==> src/betweenness_centrality_engine_macros.svh <==
// assertion macros for the betweenness centrality engine
// used by files that assert; expects clk and rst_n in scope
`ifndef BETWEENNESS_CENTRALITY_ENGINE_MACROS_SVH
`define BETWEENNESS_CENTRALITY_ENGINE_MACROS_SVH

// expression must never hold outside reset
`define BCE_NEVER(lbl, expr, msg) \
    lbl: assert property (@(posedge clk) disable iff (!rst_n) !(expr)) else $error(msg);

// same-cycle implication
`define BCE_IMPLY(lbl, ante, cons, msg) \
    lbl: assert property (@(posedge clk) disable iff (!rst_n) (ante) |-> (cons)) else $error(msg);

// next-cycle implication
`define BCE_NEXT(lbl, ante, cons, msg) \
    lbl: assert property (@(posedge clk) disable iff (!rst_n) (ante) |=> (cons)) else $error(msg);

`endif

==> src/bce_pkg.sv <==
// shared types, constants and saturating add for the centrality engine
// no dependencies
`timescale 1ns / 1ps
`default_nettype none

package bce_pkg;

    localparam int HOP_W = 7;
    localparam int CNT_W = 32;
    localparam logic [HOP_W-1:0] UNVISITED = '1;
    localparam logic [CNT_W-1:0] SAT32 = '1;

    typedef struct packed {
        logic [HOP_W-1:0] hop;
        logic [CNT_W-1:0] path;
        logic [CNT_W-1:0] dep;
    } node_t;

    typedef struct packed {
        logic       load;
        logic       clear;
        logic [5:0] src;
        logic [5:0] dst;
    } edge_cmd_t;

    function automatic logic [CNT_W-1:0] sat_add(input logic [CNT_W-1:0] a,
                                                 input logic [CNT_W-1:0] b);
        logic [CNT_W:0] s;
        s = {1'b0, a} + {1'b0, b};
        return s[CNT_W] ? SAT32 : s[CNT_W-1:0];
    endfunction

endpackage

`default_nettype wire

==> src/bce_divider.sv <==
// dependency term unit: floor(num * (1.0 + dep) / den), saturated, bit-serial divide
// depends on bce_pkg
`timescale 1ns / 1ps
`default_nettype none

module bce_divider
    import bce_pkg::*;
#(
    parameter int FRAC_BITS = 16
)(
    input  wire logic             clk,
    input  wire logic             rst_n,
    input  wire logic             start,
    input  wire logic [CNT_W-1:0] num,
    input  wire logic [CNT_W-1:0] den,
    input  wire logic [CNT_W-1:0] dep,
    output logic                  done,
    output logic      [CNT_W-1:0] quot
);

    localparam int PW = 2 * CNT_W + 1;
    localparam logic [2:0] PH_IDLE = 3'd0;
    localparam logic [2:0] PH_MUL  = 3'd1;
    localparam logic [2:0] PH_ADD  = 3'd2;
    localparam logic [2:0] PH_ITER = 3'd3;
    localparam logic [2:0] PH_DONE = 3'd4;

    logic [2:0]         phase_reg, phase_next;
    logic [6:0]         cnt_reg, cnt_next;
    logic [CNT_W-1:0]   num_reg, den_reg, dep_reg;
    logic [2*CNT_W-1:0] prod_reg;
    logic [PW-1:0]      p_reg;
    logic [CNT_W-1:0]   rem_reg;

    logic [CNT_W:0] trial;
    logic           ge;

    assign trial = {rem_reg, p_reg[PW-1]};
    assign ge    = trial >= {1'b0, den_reg};

    always_comb
    begin
        phase_next = phase_reg;
        cnt_next   = cnt_reg;
        unique case (phase_reg)
            PH_IDLE: if (start) phase_next = PH_MUL;
            PH_MUL:  phase_next = PH_ADD;
            PH_ADD:
            begin
                phase_next = PH_ITER;
                cnt_next   = '0;
            end
            PH_ITER:
            begin
                cnt_next = cnt_reg + 7'd1;
                if (cnt_reg == 7'(PW - 1)) phase_next = PH_DONE;
            end
            PH_DONE: phase_next = PH_IDLE;
            default: phase_next = PH_IDLE;
        endcase
    end

    always_ff @(posedge clk or negedge rst_n)
    begin
        if (!rst_n)
        begin
            phase_reg <= PH_IDLE;
            cnt_reg   <= '0;
        end
        else
        begin
            phase_reg <= phase_next;
            cnt_reg   <= cnt_next;
        end
    end

    always_ff @(posedge clk)
    begin
        if (phase_reg == PH_IDLE && start)
        begin
            num_reg <= num;
            den_reg <= den;
            dep_reg <= dep;
        end
        if (phase_reg == PH_MUL)
            prod_reg <= num_reg * dep_reg;
        if (phase_reg == PH_ADD)
        begin
            p_reg   <= {1'b0, prod_reg} + (PW'(num_reg) << FRAC_BITS);
            rem_reg <= '0;
        end
        if (phase_reg == PH_ITER)
        begin
            p_reg   <= {p_reg[PW-2:0], ge};
            rem_reg <= ge ? CNT_W'(trial - {1'b0, den_reg}) : trial[CNT_W-1:0];
        end
    end

    assign done = phase_reg == PH_DONE;
    assign quot = (den_reg == '0) ? '0 :
                  (|p_reg[PW-1:CNT_W]) ? SAT32 : p_reg[CNT_W-1:0];

endmodule

`default_nettype wire
==> config.mk <==
export PLATFORM = sky130hd
export DESIGN_NAME = bce_divider
export DESIGN_NICKNAME = d
export VERILOG_FILES = /design/src/betweenness_centrality_engine_macros.svh /design/src/bce_pkg.sv /design/src/bce_divider.sv
export SDC_FILE = /design/constraint.sdc
export NUM_CORES = 2
export LEC_CHECK = 0
export BUFFER_PORTS_ARGS = -buffer_cell sky130_fd_sc_hd__buf_2
export CAP_MARGIN = 25
export CORE_ASPECT_RATIO = 1.1
export CORE_UTILIZATION = 50
export DETAILED_ROUTE_END_ITERATION = 10
export PLACE_DENSITY = 0.66
export SLEW_MARGIN = 20
export SYNTH_ARGS = -nofsm -noshare
export SYNTH_HDL_FRONTEND = slang
export SYNTH_SLANG_ARGS = --single-unit
==> constraint.sdc <==
create_clock -name clk -period 16.19 [get_ports clk]
set_input_delay 1.619 -clock clk [delete_from_list [all_inputs] [get_ports clk]]
set_output_delay 1.619 -clock clk [all_outputs]
set_load 0.1 [all_outputs]
==> metrics.md <==
| Metric | Value |
|---|---|
| Net Sw Frac | `0.3065` |
| Initial DRC Count | `around 1800` |
| Crit. End Element | `flop` |
| Initial antenna violation count | `5` |
| Syn_nets | `slightly above 6000` |
| Hold_sp | `prod_reg[12]$_DFFE_PP_` |
| Total CTS buffers | `36` |
| Critical path type | `flop to flop` |
| Top-Level Pins | `132` |
| Clk root buf | `clkbuf_16` |
| Sequential area share after synthesis | `0.1701` |
| Max reg flops | `65` |
| Final GP Congestion | `0.9277` |
| Top_reg_cell synth | `edfxtp_1` |
| CTS Hold Bufs | `0` |
| Dpl hpwl | `~90000 microns` |
| Power Density | `46.00 nW/um^2` |
| Post-route DRC violation count | `0` |
| Clock Latency Late Sink | `0.59 ns` |
| Combinational power share | `0.238` |
| Cells after Synth | `4856` |
| Number of synthesized register bits | `267` |
| Worst relative slew slack | `0.3614` |
| FP Rows | `between 100 and 150` |
| Post-synth top area cell | `fa_1` |
| DIE HEIGHT | `323.1 microns` |
| Global-route wire length before repair | `192400 microns` |
| Unrepaired setup endpoints after global routing | `false` |
| Die W | `~290 microns` |
| Max rail drop VDD | `0.09256 mV` |
| Critical Path Source Type | `flop` |
| Post-synth EDFFs | `257` |
| Synth top area share | `0.3837` |
| Arr. time, crit path | `8.97 ns` |
| Unique cell type count in the Yosys netlist | `72` |
| Run status | `finished, final reports clean` |
| Clk network pwr share | `0.354` |
| Worst-margin pin slew | `between 0.9 and 1 ns` |
| Die area | `94930 sq um` |
| Synthesized area | `around 47000 sq um` |
| Int Power | `roughly 1.6 mW` |
| Max cap viols | `0` |
| Period utilization | `0.5348` |
| Core footprint | `92670 sq um` |
| Seq pwr share | `0.408` |
| Clock sinks | `~270` |
| Psw | `0.7039 mW` |
| Hold crit path type | `flop to flop` |
| Syn Area/Cell | `9.648 sq um` |
| Area delta synth->final | `6.580%` |
| Core Util, Final | `0.5389` |
| Leakage | `about 24 nW` |
| Post-Layout Cell Count | `around 6000` |
| Layout cells sized above 1 | `0.06026` |
| Final min period | `8.659 ns` |
| Most used cell along the critical path | `fa_1` |
| Worst-path clk slew | `0.06 ns` |
| Final Hold Viols | `0` |
| Max H-tree Level | `2` |
| CTS max path bufs | `3` |
| Total grt overflow | `0` |
| Vias in the first global route | `34825` |
| Worst Path Max Fanout | `21` |
| DRT Pass-1 Iters | `5` |
| Setup tns final | `0 ns` |
| Critical register-to-register path startpoint | `num_reg[15]$_DFFE_PP_` |
| Final nets | `6160` |
| CP max stage delay | `0.89 ns` |
| Post-CTS Setup Inserts | `0` |
| Routed Antenna Nets | `0` |
| Commonest cells post-synth | `926 x inv_1, 898 x fa_1, 605 x and2_1` |
| Largest net degree at the start of global routing | `97` |
| Slowest stage cell, crit path | `a2111oi_1` |
| Initial Util | `0.5056` |
| Final Skew | `between 0.03 and 0.04 ns` |
| TritonCTS clock tree | `yes` |
| Fmax achieved | `115.5 MHz` |
| Most frequent cell after synthesis | `inv_1` |
| Asr flop ratio synth | `0.03745` |
| Pins Over Slew Limit | `0` |
| DP Cell Count | `6041` |
| Total wire length | `121400 microns` |
| Average wire per standard cell | `19.85 microns` |
| DR vias | `33192` |
| CP startpoint | `num_reg[15]$_DFFE_PP_` |
| Critical Path RT | `16.50 ns` |
| IO buf count | `131` |
| # setup viols final | `0` |
| Yosys warnings | `0` |
| DR vias/cell | `5.427` |
| Cts repair resizes | `0` |
| Layout fillers | `approximately 8300` |
| All-Layer GR Usage | `0.2631` |
| Ranking of synthesized cells by area | `fa_1 38%, edfxtp_1 16%, ha_1 8.8%` |
-- critical path: cells and delay by family (launching register included) --
family | cells | cell delay [ns]
fa+ha+maj | 9 | 4.24
flops | 1 | 0.84
buf+inv | 5 | 0.67
simple gates | 2 | 0.29
compound gates | 8 | 2.27
xor+xnor | 1 | 0.10
-- worst paths after layout --
check	depth (start not counted)	endpoint	slack, ns
hold / removal	2	p_reg[12]$_DFFE_PN_	0.53
hold reg to reg	2	p_reg[12]$_DFFE_PN_	0.53
setup / recovery	25	prod_reg[61]$_DFFE_PP_	7.53
setup reg to reg	25	prod_reg[61]$_DFFE_PP_	7.53
max in group asynchronous	1	cnt_reg[1]$_DFFE_PN0N_	15.09
min in group asynchronous	1	phase_reg[2]$_DFFE_PN0P_	0.90
-- cell families after synthesis --
group / after synthesis / share of synthesized area
buf+inv: 1192 / 0.09560
fa+ha+maj: 1227 / 0.4716
compound gates: 537 / 0.07582
flops: 267 / 0.1701
simple gates: 1494 / 0.1606
mux: 13 / 0.002777
xor+xnor: 126 / 0.02355
-- per-layer routing --
layer | vias to the layer above | share of wire | track usage
met4 | 2 | 0.042 | 0.1091
met2 | 985 | 0.50 | 0.4575
met1 | 17034 | 0.40 | 0.3329
met3 | 248 | 0.062 | 0.03009
li1 | 14923 | - | -
met5 | - | 0.000066 | 0
-- cells in the final DEF (no fill, tap or decap), drive strengths merged, types with 10 or more instances in the layout --
master,instances
inv,930
fa,898
and2,605
nand2,602
ha,329
edfxtp,257
buf,206
a21oi,154
nor2,112
o21ai,106
a21o,89
xnor2,77
o21a,49
xor2,49
clkbuf,46
nand3,35
nand4,30
o21bai,26
nor4,22
and3,18
nor3,18
nand2b,16
a211oi,15
nor2b,13
mux2i,13
a31oi,12
o31ai,11
dfrtp,10
clkinv,10
-- power groups by stage --
stage	logic (mW)	clock network (mW)	registers, mW
floorplan	0.441	0	0.932
global placement	0.537	0	0.948
detailed placement	0.546	0	0.948
CTS	0.548	0.835	0.936
global route	0.621	0.857	0.946
finish	0.546	0.814	0.937
-- layout make-up --
| type | count | area (sq um) | area share |
|---|---|---|---|
| Antenna cell | 5 | 12.51 | 0.0002506 |
| Clock buffer | 46 | 968.4 | 0.01939 |
| Clock inverter | 20 | 240.2 | 0.004811 |
| Inverter | 926 | 3478 | 0.06966 |
| Multi-Input combinational cell | 3397 | 34440 | 0.6897 |
| Sequential cell | 267 | 7968 | 0.1596 |
| Tap cell | 1249 | 1563 | 0.03130 |
| Timing Repair Buffer | 206 | 1267 | 0.02538 |
-- stage by stage --
stage | total power, mW | area, sq um | setup WS [ns] | hold slack (ns)
after global routing | 2.424 | 49920 | 7.117 | 0.5602
after global placement | 1.485 | 48610 | 7.585 | 0.5179
after floorplan | 1.372 | 46850 | 4.081 | 0.4720
final | 2.297 | 49940 | 7.531 | 0.5340
after detailed placement | 1.494 | 48660 | 7.490 | 0.5236
after CTS | 2.320 | 49870 | 7.503 | 0.5379
(Power assumes the default switching activity.)
